**config.mk**
```make
export PLATFORM = sky130hd
export DESIGN_NAME = line_sensor_position_calibrator
export DESIGN_NICKNAME = d
export VERILOG_FILES = /design/src/rtl/lspc_pkg.sv /design/src/rtl/lspc_div.sv /design/src/rtl/lspc_calib.sv /design/src/rtl/line_sensor_position_calibrator.sv
export VERILOG_INCLUDE_DIRS = /design/src /design/src/rtl
export SDC_FILE = /design/constraint.sdc
export NUM_CORES = 1
export LEC_CHECK = 0
export BUFFER_PORTS_ARGS = -buffer_cell sky130_fd_sc_hd__buf_4
export CORE_MARGIN = 1.5
export CORE_UTILIZATION = 24
export DETAILED_ROUTE_END_ITERATION = 10
export HOLD_SLACK_MARGIN = 0.12
export PLACE_DENSITY_LB_ADDON = 0.08
export SLEW_MARGIN = 40
export SYNTH_ARGS = -nofsm -noshare
export SYNTH_HDL_FRONTEND = slang
export SYNTH_SLANG_ARGS = --single-unit
```
**constraint.sdc**
```tcl
create_clock -name clk_i -period 15.59 [get_ports clk_i]
set_clock_uncertainty 0.1 [all_clocks]
set_input_delay 1.559 -clock clk_i [delete_from_list [all_inputs] [get_ports clk_i]]
set_output_delay 1.559 -clock clk_i [all_outputs]
set_load 0.01 [all_outputs]
```
**src/rtl/line_sensor_position_calibrator_defines.svh**
```systemverilog
// assertion macros for the line sensor position calibrator
`ifndef LINE_SENSOR_POSITION_CALIBRATOR_DEFINES_SVH
`define LINE_SENSOR_POSITION_CALIBRATOR_DEFINES_SVH

// same-cycle implication, disabled while reset is low
`define LSPC_ASSERT_IMP(name, clk, rstn, ante, cons) \
  name: assert property (@(posedge clk) disable iff (!rstn) (ante) |-> (cons)) \
    else $error("lspc assertion failed");

// next-cycle implication, disabled while reset is low
`define LSPC_ASSERT_NXT(name, clk, rstn, ante, cons) \
  name: assert property (@(posedge clk) disable iff (!rstn) (ante) |=> (cons)) \
    else $error("lspc assertion failed");

`endif

```
**src/rtl/lspc_pkg.sv**
```systemverilog
// shared constants, types and helpers of the line sensor position calibrator
`timescale 1ns / 1ps

package lspc_pkg;

  // sensor row and weighting
  localparam int NUM_SENSORS     = 5;
  localparam int POSITION_WEIGHT = 1000;
  localparam int SENSOR_SLOTS    = 5;
  localparam int SENSOR_W        = 16;
  localparam int POS_W           = 15;
  localparam logic [POS_W-1:0] POS_MAX = {POS_W{1'b1}};

  // register reset values
  localparam logic [SENSOR_W-1:0] FS_RESET  = 16'd2000;
  localparam logic [SENSOR_W-1:0] THR_RESET = 16'd200;

  // derived widths
  localparam int IDX_W   = $clog2(NUM_SENSORS);
  localparam int WGT_W   = $clog2((NUM_SENSORS - 1) * POSITION_WEIGHT + 1);
  localparam int PROD_W  = SENSOR_W + WGT_W;
  localparam longint unsigned NUM_MAX = longint'(NUM_SENSORS * (NUM_SENSORS - 1) / 2)
                                        * longint'(POSITION_WEIGHT) * 64'd65535;
  localparam int NUM_W   = $clog2(NUM_MAX + 1);
  localparam int DEN_W   = $clog2(NUM_SENSORS * 65535 + 1);
  localparam int EDGE_W  = $clog2((NUM_SENSORS - 1) * 65535 + 1);
  localparam int CNT_W   = $clog2(NUM_W + 1);
  localparam logic [IDX_W-1:0] LAST_IDX = IDX_W'(NUM_SENSORS - 1);

  // configuration register indexes
  localparam logic REG_FULL_SCALE = 1'b0;
  localparam logic REG_THRESHOLD  = 1'b1;

  typedef enum logic [1:0] {
    KIND_READ   = 2'd0,
    KIND_CALIB  = 2'd1,
    KIND_CLEAR  = 2'd2,
    KIND_UNUSED = 2'd3
  } kind_e;

  typedef enum logic [1:0] {
    CAL_OK          = 2'd0,
    CAL_NOT_STARTED = 2'd1,
    CAL_SPAN_LOW    = 2'd2
  } cal_status_e;

  typedef enum logic [1:0] {
    CAL_OP_NONE   = 2'd0,
    CAL_OP_UPDATE = 2'd1,
    CAL_OP_CLEAR  = 2'd2
  } cal_op_e;

  typedef enum logic [2:0] {
    ST_IDLE,
    ST_SCAN,
    ST_DECIDE,
    ST_DIV,
    ST_STATUS,
    ST_DONE
  } seq_state_e;

  // command from the sequencer to the calibration store
  typedef struct packed {
    cal_op_e          op;
    logic [IDX_W-1:0] idx;
  } cal_cmd_t;

  // position weight of a sensor index
  function automatic logic [WGT_W-1:0] sensor_weight(input logic [IDX_W-1:0] idx);
    return WGT_W'(int'(idx) * POSITION_WEIGHT);
  endfunction

endpackage

```
**src/rtl/lspc_div.sv**
```systemverilog
// iterative restoring divider, one quotient bit per cycle
`timescale 1ns / 1ps

module lspc_div (
  input  logic                            clk_i,
  input  logic                            rst_ni,
  input  logic                            start_i,
  input  logic [lspc_pkg::NUM_W-1:0]      dividend_i,
  input  logic [lspc_pkg::DEN_W-1:0]      divisor_i,
  output logic                            done_o,
  output logic [lspc_pkg::NUM_W-1:0]      quotient_o
);

  logic                            busy_q, busy_d;
  logic                            done_q, done_d;
  logic [lspc_pkg::CNT_W-1:0]      cnt_q, cnt_d;
  logic [lspc_pkg::NUM_W-1:0]      quo_q, quo_d;
  logic [lspc_pkg::DEN_W-1:0]      rem_q, rem_d;
  logic [lspc_pkg::DEN_W-1:0]      den_q, den_d;
  logic [lspc_pkg::DEN_W:0]        trial;
  logic [lspc_pkg::DEN_W:0]        diff;
  logic                            fits;

  // trial subtract of the shifted remainder
  assign trial = {rem_q, quo_q[lspc_pkg::NUM_W-1]};
  assign diff  = trial - {1'b0, den_q};
  assign fits  = trial >= {1'b0, den_q};

  // step control and datapath
  always_comb begin
    busy_d = busy_q;
    done_d = 1'b0;
    cnt_d  = cnt_q;
    quo_d  = quo_q;
    rem_d  = rem_q;
    den_d  = den_q;
    if (start_i) begin
      busy_d = 1'b1;
      cnt_d  = lspc_pkg::CNT_W'(lspc_pkg::NUM_W);
      quo_d  = dividend_i;
      rem_d  = '0;
      den_d  = divisor_i;
    end else if (busy_q) begin
      rem_d = fits ? diff[lspc_pkg::DEN_W-1:0] : trial[lspc_pkg::DEN_W-1:0];
      quo_d = {quo_q[lspc_pkg::NUM_W-2:0], fits};
      cnt_d = cnt_q - 1'b1;
      if (cnt_q == lspc_pkg::CNT_W'(1)) begin
        busy_d = 1'b0;
        done_d = 1'b1;
      end
    end
  end

  // control registers
  always_ff @(posedge clk_i or negedge rst_ni) begin
    if (!rst_ni) begin
      busy_q <= 1'b0;
      done_q <= 1'b0;
      cnt_q  <= '0;
    end else begin
      busy_q <= busy_d;
      done_q <= done_d;
      cnt_q  <= cnt_d;
    end
  end

  // operand registers
  always_ff @(posedge clk_i) begin
    quo_q <= quo_d;
    rem_q <= rem_d;
    den_q <= den_d;
  end

  assign done_o     = done_q;
  assign quotient_o = quo_q;

endmodule

```
**src/rtl/lspc_calib.sv**
```systemverilog
// per-sensor minimum and maximum store with span check
`timescale 1ns / 1ps

module lspc_calib (
  input  logic                              clk_i,
  input  logic                              rst_ni,
  input  logic [lspc_pkg::SENSOR_W-1:0]     full_scale_i,
  input  lspc_pkg::cal_cmd_t                cmd_i,
  input  logic [lspc_pkg::SENSOR_W-1:0]     reading_i,
  output logic                              started_o,
  output logic                              span_low_o
);

  logic [lspc_pkg::SENSOR_W-1:0] min_q [lspc_pkg::NUM_SENSORS];
  logic [lspc_pkg::SENSOR_W-1:0] min_d [lspc_pkg::NUM_SENSORS];
  logic [lspc_pkg::SENSOR_W-1:0] max_q [lspc_pkg::NUM_SENSORS];
  logic [lspc_pkg::SENSOR_W-1:0] max_d [lspc_pkg::NUM_SENSORS];
  logic                          started_q, started_d;
  logic [lspc_pkg::SENSOR_W-1:0] sel_min;
  logic [lspc_pkg::SENSOR_W-1:0] sel_max;
  logic [lspc_pkg::SENSOR_W-1:0] span;

  assign sel_min = min_q[cmd_i.idx];
  assign sel_max = max_q[cmd_i.idx];

  // update or clear the addressed entry
  always_comb begin
    min_d     = min_q;
    max_d     = max_q;
    started_d = started_q;
    unique case (cmd_i.op)
      lspc_pkg::CAL_OP_UPDATE: begin
        if (reading_i < sel_min) begin
          min_d[cmd_i.idx] = reading_i;
        end
        if (reading_i > sel_max) begin
          max_d[cmd_i.idx] = reading_i;
        end
        started_d = 1'b1;
      end
      lspc_pkg::CAL_OP_CLEAR: begin
        min_d[cmd_i.idx] = full_scale_i;
        max_d[cmd_i.idx] = '0;
        started_d        = 1'b0;
      end
      default: begin
      end
    endcase
  end

  always_ff @(posedge clk_i or negedge rst_ni) begin
    if (!rst_ni) begin
      for (int i = 0; i < lspc_pkg::NUM_SENSORS; i++) begin
        min_q[i] <= lspc_pkg::FS_RESET;
        max_q[i] <= '0;
      end
      started_q <= 1'b0;
    end else begin
      min_q     <= min_d;
      max_q     <= max_d;
      started_q <= started_d;
    end
  end

  // span of the addressed sensor against a quarter of full scale
  assign span       = (sel_max > sel_min) ? (sel_max - sel_min) : '0;
  assign span_low_o = span < (full_scale_i >> 2);
  assign started_o  = started_q;

endmodule

```
**src/rtl/line_sensor_position_calibrator.sv**
```systemverilog
// top level: sequencer, accumulators, config registers and result register
`timescale 1ns / 1ps
`include "line_sensor_position_calibrator_defines.svh"

// Line sensor position calibrator.
// Input channel (in_valid_i/in_ready_o) takes one frame: a kind and five raw
// sensor readings. Kind 0 reads the line position as a weighted centroid,
// kind 1 widens the per-sensor min/max, kind 2 clears calibration.
// Output channel (out_valid_o/out_ready_i) gives one result per frame:
// position, on_line, calib_status and failing_sensor.
// Configuration: cfg_we_i writes cfg_wdata_i into full_scale (index 0) or
// off_line_threshold (index 1) at once; write only while the block is idle.
// The block takes one frame at a time. A frame walks the sensors one per
// cycle, takes a decision step, then for an on-line read runs the
// restoring divider, one quotient bit per cycle for a 30-bit quotient,
// then checks calibration spans one sensor per cycle (stopping at once
// before calibration starts), then waits in a done state. The next
// frame can be taken in the same cycle as the earliest result accept.
// The result sits in an output register, so the next frame is accepted
// while it waits; a stalled receiver holds the block only when a second
// result is ready before the first is taken.
// Reset clears calibration (min to 2000, max to 0), the last position and
// both config registers to their defaults; no clearing pass is needed.

module line_sensor_position_calibrator (
  input  logic                            clk_i,
  input  logic                            rst_ni,
  // config write port
  input  logic                            cfg_we_i,
  input  logic                            cfg_idx_i,
  input  logic [lspc_pkg::SENSOR_W-1:0]   cfg_wdata_i,
  // input channel
  input  logic                            in_valid_i,
  output logic                            in_ready_o,
  input  logic [1:0]                      kind_i,
  input  logic [lspc_pkg::SENSOR_W-1:0]   sensor_0_i,
  input  logic [lspc_pkg::SENSOR_W-1:0]   sensor_1_i,
  input  logic [lspc_pkg::SENSOR_W-1:0]   sensor_2_i,
  input  logic [lspc_pkg::SENSOR_W-1:0]   sensor_3_i,
  input  logic [lspc_pkg::SENSOR_W-1:0]   sensor_4_i,
  // output channel
  output logic                            out_valid_o,
  input  logic                            out_ready_i,
  output logic [lspc_pkg::POS_W-1:0]      position_o,
  output logic                            on_line_o,
  output logic [1:0]                      calib_status_o,
  output logic [2:0]                      failing_sensor_o
);

  lspc_pkg::seq_state_e           state_q, state_d;
  logic [lspc_pkg::IDX_W-1:0]     idx_q, idx_d;
  lspc_pkg::kind_e                kind_q, kind_d;
  logic [lspc_pkg::SENSOR_W-1:0]  rd_q [lspc_pkg::NUM_SENSORS];
  logic [lspc_pkg::SENSOR_W-1:0]  rd_d [lspc_pkg::NUM_SENSORS];
  logic [lspc_pkg::SENSOR_W-1:0]  in_rd [lspc_pkg::SENSOR_SLOTS];
  logic [lspc_pkg::NUM_W-1:0]     num_q, num_d;
  logic [lspc_pkg::DEN_W-1:0]     den_q, den_d;
  logic                           seen_q, seen_d;
  logic [lspc_pkg::POS_W-1:0]     pos_q, pos_d;
  logic                           on_line_q, on_line_d;
  lspc_pkg::cal_status_e          status_q, status_d;
  logic [lspc_pkg::IDX_W-1:0]     fail_q, fail_d;
  logic [lspc_pkg::POS_W-1:0]     last_pos_q, last_pos_d;
  logic [lspc_pkg::SENSOR_W-1:0]  fs_q;
  logic [lspc_pkg::SENSOR_W-1:0]  thr_q;
  logic                           out_valid_q, out_valid_d;
  logic [lspc_pkg::POS_W-1:0]     out_pos_q;
  logic                           out_on_line_q;
  lspc_pkg::cal_status_e          out_status_q;
  logic [2:0]                     out_fail_q;

  logic                           accept;
  logic                           out_free;
  logic                           go_div;
  logic [lspc_pkg::SENSOR_W-1:0]  cur_rd;
  logic [lspc_pkg::PROD_W-1:0]    prod;
  logic [lspc_pkg::EDGE_W-1:0]    edge_pos;
  logic [lspc_pkg::POS_W-1:0]     edge_sat;
  logic [lspc_pkg::POS_W-1:0]     quo_sat;
  lspc_pkg::cal_cmd_t             cal_cmd;
  logic                           cal_started;
  logic                           cal_span_low;
  logic                           div_done;
  logic [lspc_pkg::NUM_W-1:0]     div_quo;

  assign in_ready_o = (state_q == lspc_pkg::ST_IDLE);
  assign accept     = in_valid_i && in_ready_o;
  assign out_free   = !out_valid_q || out_ready_i;

  assign in_rd[0] = sensor_0_i;
  assign in_rd[1] = sensor_1_i;
  assign in_rd[2] = sensor_2_i;
  assign in_rd[3] = sensor_3_i;
  assign in_rd[4] = sensor_4_i;

  // current sensor term of the weighted sum
  assign cur_rd = rd_q[idx_q];
  assign prod   = {{lspc_pkg::WGT_W{1'b0}}, cur_rd}
                * {{lspc_pkg::SENSOR_W{1'b0}}, lspc_pkg::sensor_weight(idx_q)};

  // far-right edge position and saturated values
  assign edge_pos = lspc_pkg::EDGE_W'(lspc_pkg::NUM_SENSORS - 1)
                  * lspc_pkg::EDGE_W'(fs_q);
  assign edge_sat = (edge_pos > lspc_pkg::EDGE_W'(lspc_pkg::POS_MAX))
                  ? lspc_pkg::POS_MAX : edge_pos[lspc_pkg::POS_W-1:0];
  assign quo_sat  = (div_quo > lspc_pkg::NUM_W'(lspc_pkg::POS_MAX))
                  ? lspc_pkg::POS_MAX : div_quo[lspc_pkg::POS_W-1:0];

  assign go_div = (state_q == lspc_pkg::ST_DECIDE) && (kind_q == lspc_pkg::KIND_READ)
               && seen_q && (den_q != '0);

  // next state
  always_comb begin
    state_d = state_q;
    unique case (state_q)
      lspc_pkg::ST_IDLE: begin
        if (accept) begin
          state_d = lspc_pkg::ST_SCAN;
        end
      end
      lspc_pkg::ST_SCAN: begin
        if (idx_q == lspc_pkg::LAST_IDX) begin
          state_d = lspc_pkg::ST_DECIDE;
        end
      end
      lspc_pkg::ST_DECIDE: begin
        state_d = go_div ? lspc_pkg::ST_DIV : lspc_pkg::ST_STATUS;
      end
      lspc_pkg::ST_DIV: begin
        if (div_done) begin
          state_d = lspc_pkg::ST_STATUS;
        end
      end
      lspc_pkg::ST_STATUS: begin
        if (!cal_started || cal_span_low || idx_q == lspc_pkg::LAST_IDX) begin
          state_d = lspc_pkg::ST_DONE;
        end
      end
      lspc_pkg::ST_DONE: begin
        if (out_free) begin
          state_d = lspc_pkg::ST_IDLE;
        end
      end
      default: state_d = lspc_pkg::ST_IDLE;
    endcase
  end

  // datapath and outputs of the sequencer
  always_comb begin
    idx_d       = idx_q;
    kind_d      = kind_q;
    rd_d        = rd_q;
    num_d       = num_q;
    den_d       = den_q;
    seen_d      = seen_q;
    pos_d       = pos_q;
    on_line_d   = on_line_q;
    status_d    = status_q;
    fail_d      = fail_q;
    last_pos_d  = last_pos_q;
    out_valid_d = out_valid_q && !out_ready_i;
    cal_cmd.op  = lspc_pkg::CAL_OP_NONE;
    cal_cmd.idx = idx_q;
    unique case (state_q)
      lspc_pkg::ST_IDLE: begin
        if (accept) begin
          kind_d = lspc_pkg::kind_e'(kind_i);
          for (int i = 0; i < lspc_pkg::NUM_SENSORS; i++) begin
            rd_d[i] = in_rd[i];
          end
          idx_d  = '0;
          num_d  = '0;
          den_d  = '0;
          seen_d = 1'b0;
        end
      end
      lspc_pkg::ST_SCAN: begin
        num_d  = num_q + lspc_pkg::NUM_W'(prod);
        den_d  = den_q + lspc_pkg::DEN_W'(cur_rd);
        seen_d = seen_q || (cur_rd > thr_q);
        case (kind_q)
          lspc_pkg::KIND_CALIB: cal_cmd.op = lspc_pkg::CAL_OP_UPDATE;
          lspc_pkg::KIND_CLEAR: cal_cmd.op = lspc_pkg::CAL_OP_CLEAR;
          default:              cal_cmd.op = lspc_pkg::CAL_OP_NONE;
        endcase
        idx_d = (idx_q == lspc_pkg::LAST_IDX) ? '0 : idx_q + 1'b1;
      end
      lspc_pkg::ST_DECIDE: begin
        pos_d     = '0;
        on_line_d = 1'b0;
        if (kind_q == lspc_pkg::KIND_READ) begin
          if (seen_q) begin
            on_line_d = 1'b1;
            if (den_q == '0) begin
              last_pos_d = '0;
            end
          end else if (lspc_pkg::EDGE_W'(last_pos_q) >= (edge_pos >> 1)) begin
            pos_d = edge_sat;
          end
        end
      end
      lspc_pkg::ST_DIV: begin
        if (div_done) begin
          pos_d      = quo_sat;
          last_pos_d = quo_sat;
        end
      end
      lspc_pkg::ST_STATUS: begin
        if (!cal_started) begin
          status_d = lspc_pkg::CAL_NOT_STARTED;
          fail_d   = '0;
        end else if (cal_span_low) begin
          status_d = lspc_pkg::CAL_SPAN_LOW;
          fail_d   = idx_q;
        end else if (idx_q == lspc_pkg::LAST_IDX) begin
          status_d = lspc_pkg::CAL_OK;
          fail_d   = '0;
        end else begin
          idx_d = idx_q + 1'b1;
        end
      end
      lspc_pkg::ST_DONE: begin
        if (out_free) begin
          out_valid_d = 1'b1;
        end
      end
      default: begin
      end
    endcase
  end

  // control and config registers
  always_ff @(posedge clk_i or negedge rst_ni) begin
    if (!rst_ni) begin
      state_q     <= lspc_pkg::ST_IDLE;
      out_valid_q <= 1'b0;
      last_pos_q  <= '0;
      fs_q        <= lspc_pkg::FS_RESET;
      thr_q       <= lspc_pkg::THR_RESET;
    end else begin
      state_q     <= state_d;
      out_valid_q <= out_valid_d;
      last_pos_q  <= last_pos_d;
      if (cfg_we_i) begin
        if (cfg_idx_i == lspc_pkg::REG_FULL_SCALE) begin
          fs_q <= cfg_wdata_i;
        end else begin
          thr_q <= cfg_wdata_i;
        end
      end
    end
  end

  // working payload registers
  always_ff @(posedge clk_i) begin
    idx_q     <= idx_d;
    kind_q    <= kind_d;
    rd_q      <= rd_d;
    num_q     <= num_d;
    den_q     <= den_d;
    seen_q    <= seen_d;
    pos_q     <= pos_d;
    on_line_q <= on_line_d;
    status_q  <= status_d;
    fail_q    <= fail_d;
  end

  // result register
  always_ff @(posedge clk_i) begin
    if (state_q == lspc_pkg::ST_DONE && out_free) begin
      out_pos_q     <= pos_q;
      out_on_line_q <= on_line_q;
      out_status_q  <= status_q;
      out_fail_q    <= 3'(fail_q);
    end
  end

  lspc_calib u_calib (
    .clk_i       (clk_i),
    .rst_ni      (rst_ni),
    .full_scale_i(fs_q),
    .cmd_i       (cal_cmd),
    .reading_i   (cur_rd),
    .started_o   (cal_started),
    .span_low_o  (cal_span_low)
  );

  lspc_div u_div (
    .clk_i     (clk_i),
    .rst_ni    (rst_ni),
    .start_i   (go_div),
    .dividend_i(num_q),
    .divisor_i (den_q),
    .done_o    (div_done),
    .quotient_o(div_quo)
  );

  assign out_valid_o      = out_valid_q;
  assign position_o       = out_pos_q;
  assign on_line_o        = out_on_line_q;
  assign calib_status_o   = out_status_q;
  assign failing_sensor_o = out_fail_q;

  // checks
  `LSPC_ASSERT_NXT(a_busy_after_accept, clk_i, rst_ni, accept, !in_ready_o)
  `LSPC_ASSERT_IMP(a_div_done_in_div, clk_i, rst_ni, div_done, state_q == lspc_pkg::ST_DIV)
  `LSPC_ASSERT_IMP(a_fail_only_span_low, clk_i, rst_ni,
                   out_valid_o && (calib_status_o != lspc_pkg::CAL_SPAN_LOW),
                   failing_sensor_o == 3'd0)
  `LSPC_ASSERT_NXT(a_hold_when_stalled, clk_i, rst_ni,
                   (state_q == lspc_pkg::ST_DONE) && out_valid_o && !out_ready_i,
                   state_q == lspc_pkg::ST_DONE)

endmodule

```
## Word-level counts from Yosys, hierarchy flattened

Cells that the tools add are included.

| word-level totals | value |
|---|---|
| register bits after elaboration | 464 |
| bits of input ports | 104 |
| output and inout bits | 23 |

| cells by class | value |
|---|---|
| $add $sub $neg | 6 |
| multipliers | 2 |
| magnitude comparators | 11 |
| equality and inequality tests | 25 |
| mux-type cells | 70 |
| bitwise gates (word level) | 4 |
| reduce and logical (&&, ||, !) cells | 34 |

Operators with widths:

| cell | count |
|---|---|
| one-hot mux 80 bit (2 select lines) | 2 |
| bitwise mux 80 bit | 3 |
| two-way mux 80 bit | 2 |
| binary-select mux 16 bit (select 3 bit) | 3 |
| two-way mux 15 bit | 9 |
| two-way mux 16 bit | 8 |
| two-way mux 30 bit | 3 |
| bitwise AND 80 bit | 1 |
| NOT 80 bit | 1 |
| one-hot mux 15 bit (2 select lines) | 2 |
| one-hot mux 30 bit (2 select lines) | 1 |
| demux 16 bit (select 3 bit) | 1 |
| > comparator 16 bit | 3 |
| two-way mux 3 bit | 13 |
| two-way mux 19 bit | 2 |
| one-hot mux 19 bit (2 select lines) | 1 |
| adder 30 x 28 -> 30 bit | 1 |
| > comparator 30 x 15 -> 1 bit (second input constant) | 1 |
| multiplier 16 x 9 -> 25 bit | 1 |
| >= comparator 20 x 19 -> 1 bit | 1 |
| adder 19 x 16 -> 19 bit | 1 |
| zero test 19 bit | 1 |
| nonzero test 19 bit | 1 |
| subtractor 19 bit | 1 |
| other kinds (37) | 89 |

## Logic depth before layout (Yosys ltp)

Gate-level depths: netlist of run 1.

| depth | value |
|---|---|
| depth in word-level cells | 11 |
| gate-level depth with buffers | 39 |
| depth with buffers taken out | 32 |

## By module

From an unflattened synthesis of run 1, not the netlist that was laid out.

| unflattened totals | value |
|---|---|
| cell total of the unflattened synthesis | 3,379 |
| area total of the unflattened synthesis | 32,658.8 sq um |

Modules (own cells, without submodules):

| module | times used | cells an instance | area an instance (sq um) | sequential area each (sq um) |
|---|---|---|---|---|
| line_sensor_position_calibrator | 1 | 1,606 | 16,373.2 | 6,512.5 |
| lspc_calib | 1 | 1,393 | 12,141.6 | 4,066.4 |
| lspc_div | 1 | 380 | 4,144.0 | 2,026.9 |

## Worst setup path after synthesis of run 1

No wires, ideal clock.

| timing | value |
|---|---|
| path type | flip-flop to flip-flop |
| start point | register idx_q[0] (netlist name) |
| end point | register num_q[29] (netlist name), data pin |
| arrival | 9,241 ps |
| data required time | 15,224 ps |
| path slack | 5,983 ps |
| stages on the path, launching flop included | 40 |
| buffers on the path | 8 |
| clock period less this slack | 9,607 ps |
| path through | edfxtp_1 -> buf_2 -> buf_2 -> buf_2 -> buf_2 -> buf_2 -> buf_1 -> clkbuf_1 -> inv_1 -> ha_1 -> ha_1 -> fa_1 -> inv_1 -> fa_1 -> xnor2_1 -> clkbuf_1 -> nor2_1 -> fa_1 -> [... 4 more ...] -> inv_1 -> ha_1 -> a21o_1 -> a21o_1 -> a41oi_1 -> o211a_1 -> nand2b_1 -> a21oi_1 -> xnor2_1 -> ha_1 -> a21oi_1 -> o21ai_0 -> a211oi_1 -> o31ai_1 -> a2111oi_0 -> o32ai_1 -> xnor2_1 -> nor2_1 |

| between the ends | value |
|---|---|
| cells in the longest elaborated chain, start to end | 7 |

Ends and longest elaborated chain:

| what | RTL line | source |
|---|---|---|
| from (decl) | line_sensor_position_calibrator.sv:51 | `logic [lspc_pkg::IDX_W-1:0] idx_q, idx_d;` |
| from (signal assigned) | line_sensor_position_calibrator.sv:256 | `idx_q <= idx_d;` |
| parallel branches: the longest is 4 deep, another holds multiplier 3 x 7 -> 9 bit | - |  |
| multiplier 16 x 9 -> 25 bit (*) | line_sensor_position_calibrator.sv:99 | `* {{lspc_pkg::SENSOR_W{1'b0}}, lspc_pkg::sensor_weight(idx_q)};` |
| adder 30 x 28 -> 30 bit (*) | line_sensor_position_calibrator.sv:178 | `num_d = num_q + lspc_pkg::NUM_W'(prod);` |
| one-hot mux 30 bit (2 select lines) (*) | line_sensor_position_calibrator.sv:164 | `unique case (state_q)` |
| to (signal assigned) | line_sensor_position_calibrator.sv:259 | `num_q <= num_d;` |
| to (decl) | line_sensor_position_calibrator.sv:56 | `logic [lspc_pkg::NUM_W-1:0] num_q, num_d;` |

Mark *: on every way between the ends. The select of a mux whose other input is x is not followed.
A chain may end at the register's enable or synchronous reset.

## Worst setup path in the final report of run 1

| timing | value |
|---|---|
| start point | register idx_q[2] (netlist name) |
| end point | register num_q[29] (netlist name), data pin |

Same word-level chain as after synthesis.

==> results of run 1 <==
[path summary, 6_finish.rpt]
check | endpoint | slack (ns) | depth (start not counted) | start
setup / recovery | num_q[29] | 6.27 | 32 | idx_q[2]
hold / removal | position_o[0] | 0.32 | 0 | pos_q[0]
setup reg to reg | num_q[29] | 6.27 | 32 | idx_q[2]
hold reg to reg | position_o[0] | 0.32 | 0 | pos_q[0]
max in group asynchronous | u_calib.max_q[48] | 12.76 | 3 | rst_ni
min in group asynchronous | thr_q[1] | 0.82 | 1 | rst_ni
[area by class of cell]
type / instances / area share
Clock buffer: 68 / 0.0441
Clock inverter: 37 / 0.00972
Inverter: 250 / 0.0276
Multi-Input combinational cell: 1954 / 0.451
Sequential cell: 461 / 0.371
Tap cell: 1612 / 0.0593
Timing Repair Buffer: 166 / 0.0376
[worst max-delay path, delay by kind of cell, from the launching register on]
family,cells,cell delay [ns]
AO/OA/AOI/OAI,12,3.01
adder cells (fa/ha/maj),6,2.61
buffers and inverters,7,1.84
AND/OR/NAND/NOR,5,0.72
flip-flops,1,0.39
XOR/XNOR,2,0.31
[placed cells by master, fill, tap and decap left out, drive strengths merged, types with 16 or more instances in the layout]
| master | instances |
|---|---|
| a21o | 49 |
| a21oi | 164 |
| a22o | 80 |
| and2 | 44 |
| and3 | 16 |
| buf | 166 |
| clkbuf | 68 |
| clkinv | 26 |
| dfrtp | 180 |
| dfstp | 39 |
| dfxtp | 19 |
| edfxtp | 223 |
| fa | 107 |
| ha | 213 |
| inv | 251 |
| mux2 | 112 |
| mux2i | 87 |
| nand2 | 253 |
| nand2b | 25 |
| nand3 | 21 |
| nand4 | 18 |
| nor2 | 235 |
| nor2b | 35 |
| nor3 | 36 |
| o211ai | 16 |
| o21a | 37 |
| o21ai | 158 |
| xnor2 | 47 |
| xor2 | 28 |
[cells by family (layout without fill, tap and decap cells)]
| kind of cell | after synthesis | after routing |
|---|---|---|
| AND/OR/NAND/NOR | 738 | 738 |
| AO/OA/AOI/OAI | 621 | 621 |
| flip-flops | 461 | 461 |
| buffers and inverters | 356 | 521 |
| adder cells (fa/ha/maj) | 320 | 320 |
| multiplexers | 200 | 200 |
| XOR/XNOR | 75 | 75 |
[registers in the layout, summed over array words and instances (netlist names), 19 cells and up]
signal	cells
u_div.den_q	19
den_q	19
u_calib.max_q	80
rd_q	80
u_calib.min_q	80
u_div.rem_q	19
u_div.quotient_o	30
num_q	27
[through the flow]
step	cell area (sq um)	instances	utilization	setup slack, ns
floorplan	29200	2771	-	5.98
global placement	32100	4443	0.267	6.08
CTS	34000	4548	0.282	6.13
detailed placement	32100	4443	0.267	6.15
global route	34000	4548	0.283	5.57
finish	34000	4548	0.283	6.27
[metal layers]
layer  part of all wire  track usage  vias to the layer above
met3              0.040       0.0215                      121
li1                   -            -                    10028
met4              0.028       0.0474                        0
met5                  0            0                        -
met1               0.49        0.215                    10487
met2               0.45        0.242                      423
[Yosys cell counts, types with 6 or more instances]
cell type,number
nand2_1,250
inv_1,246
nor2_1,235
edfxtp_1,223
ha_1,213
dfrtp_1,180
a21oi_1,164
o21ai_0,152
fa_1,107
mux2i_1,87
a22o_1,80
clkbuf_1,73
mux2_2,62
a21o_1,49
xnor2_1,47
and2_1,42
dfstp_2,39
o21a_1,37
nor3_1,36
nor2b_1,35
mux2_1,30
xor2_1,28
nand2b_1,25
mux2_4,20
dfxtp_1,19
nand3_1,19
nand4_1,18
and3_1,16
buf_2,16
o211ai_1,16
a211oi_1,15
o22a_1,15
or3_1,14
o21bai_1,13
buf_1,11
nor4_1,10
a2111oi_0,9
nor3b_1,7
a31o_2,6
a31oi_1,6
o21ai_1,6
==> flow_summary.toml, run 1 <==
[global_route]
overflow = 0
antenna_found_initial = 9
grt_pass1_vias = 21960
grt_usage = 0.153
grt_pass1_wl_um = 142000
grt_max_degree = 93

[worst_setup_path]
slowest_delay_ns = 0.62
worst_setup_path_start_kind = "register"
worst-path-max-fanout = 41
critPathArrivalTime_ns = 9.60
crit_slowest_cell = "a2111oi_0"
end_kind = "register"
path_class = "reg -> reg"
crit_required_ns = 15.87

[outcome]
status = "complete, no violations"

[synth]
synth_nets = 3195
synthSimpleGateAreaFrac = 0.117
syn_area_sq_um = 29200
muxShareOfSynthArea = 0.0764
synthXorXnorAreaFrac = 0.0225
synth_top_family_by_area = "adder cells"
synth-seq-cells = 461
yosysTopAreaCell = "edfxtp_1"
ys_seq_area_frac = 0.432
synth_cells = 2771
synth_edf_count = 223
ys_warn_count = 0
yosys-top-cells-area = "edfxtp_1, dfrtp_1, ha_1"
synth_compound_area_frac = 0.139
yosysTopAreaCellShare = 0.229
synth_adder_area_share = 0.165
ys.flop_type = "edfxtp_1"
synth_area_per_cell_sq_um = 10.5
ys_types = 82
async_flop_share = 0.475

[clock_tree]
cts_tree = "built"
clkSinkCount = 461
cts_resized = 0
cts_buffers = 57
cts_hold_buf = 0
htreeDepth = 2
cts_setup_buffers = 0
clkTransAtPathRegs_ns = 0.07
cts_max_path_buffers = 3
cts-root-buf = "clkbuf_16"
clk_latency_ns = 0.66

[timing]
timing.setup.tns_ns = 0
drv_slew = 0
finalSetupViolCount = 0
max_slew.worst_pin.slew_ns = 0.868
max_slew_margin = 0.421
grt_setup_unrepaired = "false"
timing.hold.ws_ns = 0.319
finalCriticalPeriod_ns = 9.32
fin_crit_sh = 0.598
fmax_mhz = 107
hold_viol_final = 0

[route]
route.vias.total = 21059
wire_per_inst_um = 20.9
drt_iter0_markers = 1303
routed_wirelength_um = 95200
drc = 0
ant_nets = 0
dr.pass1.iters = 5
viasPerCell = 4.63

[die]
coreArea_sq_um = 120000
rows = 127
die_area_sq_um = 124000
die_y_um = 352
die_w_um = 352
start_util = 0.243
io_pins = 127

[job]
maxCapViolations = 0

[placed_design]
dpl.hpwl_um = 69200
place_congestion = 0.837
io_buffer_count = 126

[cells_and_area]
nets = 3314
multi_input_area_sq_um = 15300
syn_to_final_growth_pct = 16.5
regArea_sq_um = 12600
drive_above_1_share = 0.145
fillerInstances = 12577
diodes = 0

[hold_path]
hp-class = "reg -> reg"
Power of run 1 is left out: the tool's default activity adds up to more than one toggle a clock period on the data nets, which glitch-free logic cannot reach.
==> run 2: changes to the inputs <==
Clock period 15.59 ns to 8.75 ns, I/O delays scaled along.
==> run 2 against run 1 <==
Sequential cell count stayed put. Wire length down 0.75%. First-iteration DRC count decreased by 6.9%. Die area is the same. Maximum frequency is 13% higher. Cell area grew 1.3%. Final cell count grew 0.86%. Worst hold slack worse by 0.037 ns. Sequential share of layout area shrank 0.47 points. Non-clock buffer count increased by 34.
==> flow_summary.toml, run 2 (synthesis results as in run 1) <==
[worst_setup_path]
cp_num_cells = 26
slowest_delay_ns = 0.61
path_class = "reg -> reg"
worst-path-buf-inv = 2
worst-path-max-fanout = 8
critPathArrivalTime_ns = 8.56
crit_top_cell = "fa_1"
path_delay_family = "adder cells"
crit_required_ns = 9.05
end_kind = "register"
worst_setup_path_start_kind = "register"
r2r_cells = 26
crit_slowest_cell = "fa_1"

[timing]
fin_crit_sh = 0.944
timing.hold.ws_ns = 0.282
timing.setup.tns_ns = 0
finalSetupViolCount = 0
grt_setup_unrepaired = "false"
hold_viol_final = 0
finalCriticalPeriod_ns = 8.26
drv_slew = 0
max_slew_margin = 0.415
max_slew.worst_pin.slew_ns = 0.877
fmax_mhz = 121

[die]
die_w_um = 352
start_util = 0.243
die_y_um = 352
io_pins = 127
rows = 127
coreArea_sq_um = 120000
die_area_sq_um = 124000

[cells_and_area]
regArea_sq_um = 12600
fillerInstances = 12474
multi_input_area_sq_um = 15300
final_cell_mix = "nand2_1, inv_1, nor2_1, edfxtp_1, ha_1"
drive_above_1_share = 0.153
top_regs = "rd_q: 80 flops, u_calib.max_q: 80 flops, u_calib.min_q: 80 flops"
syn_to_final_growth_pct = 18.0
final_common_cell = "nand2_1"
final_area_sq_um = 34400
nets = 3350
diodes = 0

[clock_tree]
cts_setup_buffers = 0
cts_buffers = 59
htreeDepth = 2
cts_tree = "built"
cts_max_path_buffers = 3
clkTransAtPathRegs_ns = 0.06
clk_latency_ns = 0.67
cts-root-buf = "clkbuf_16"
clkSinkCount = 461

[route]
dr.pass1.iters = 5
drt_iter0_markers = 1213
route.vias.total = 21036
drc = 0
routed_wirelength_um = 94400
ant_nets = 0
wire_per_inst_um = 20.6
viasPerCell = 4.59

[placed_design]
io_buffer_count = 126
place_congestion = 0.830
dpl.hpwl_um = 69500
placed_area_sq_um = 32400

[global_route]
overflow = 0
grt_usage = 0.153
grt_pass1_vias = 22067
grt_max_degree = 101
grt_pass1_wl_um = 142000
antenna_found_initial = 1

[hold_path]
hp-class = "in -> reg"
holdPathStages = 1

[outcome]
status = "complete, no violations"

[job]
maxCapViolations = 0
[run 2: changes by cell type in the layout (fill, tap and decap cells not counted), sizes merged]
cell / previous run / this run
clkbuf: 68 / 84
buf: 166 / 199
clkinvlp: 6 / 2
inv: 251 / 249
clkinv: 26 / 20
dlygate4sd3: 0 / 1
bufinv: 4 / 5
[run 2: worst reg2reg max path, cell delays in order (launching register included)]
cell,delay (ns)
edfxtp_1,0.50
fa_1,0.61
fa_1,0.44
inv_1,0.07
fa_1,0.57
nand2b_1,0.25
fa_1,0.56
fa_1,0.44
fa_1,0.51
fa_1,0.54
inv_1,0.04
ha_1,0.34
o21ai_0,0.25
o21ai_0,0.21
a31o_2,0.28
a21oi_1,0.18
xnor2_1,0.15
ha_1,0.32
a21o_1,0.19
a21oi_1,0.20
nor2_1,0.07
a211oi_1,0.22
o31ai_1,0.20
a2111oi_2,0.39
o32ai_1,0.14
xnor2_1,0.14
nor2_1,0.05
[run 2: what timing repair did]
item / 4_1_cts / 5_1_grt
resized for setup: 0 / 4
hold buffers: 1 / 0
setup endpoints to repair: 0 / 4
hold endpoints to repair: 51 / 0
[run 2: path summary, 6_finish.rpt]
kind,startpoint,slack (ns),end
max,idx_q[0],0.49,num_q[29]
min in group asynchronous,rst_ni,0.63,thr_q[9]
max in group asynchronous,rst_ni,6.58,u_calib.max_q[15]
max reg2reg,idx_q[0],0.49,num_q[29]
min,sensor_0_i[6],0.28,rd_q[70]
min reg2reg,pos_q[13],0.32,position_o[13]
[run 2: metal layers]
layer	up-vias	global-route usage	routed length [um]
li1	10083	-	-
met1	10421	0.212	45300
met3	112	0.0228	3760
met4	0	0.0464	2600
met2	420	0.244	42700
met5	-	0	0
[run 2: per-stage QoR]
stage	util	cells	setup WS, ns
4_1_cts	0.286	4587	0.204
3_3_place_gp	0.269	4475	0.261
2_1_floorplan	-	2771	0.0123
3_5_place_dp	0.269	4476	0.239
5_1_grt	0.286	4587	0.0167
6_report	0.286	4587	0.492
[run 2: layout make-up]
cell class / instances / share of cell area
clock inverter: 26 / 0.00956
sequential: 461 / 0.366
timing repair buffer: 200 / 0.0457
inverter: 250 / 0.0273
clock buffer: 84 / 0.0480
tap: 1612 / 0.0586
multi-input combinational: 1954 / 0.445
Power of run 2 is left out for the same reason.
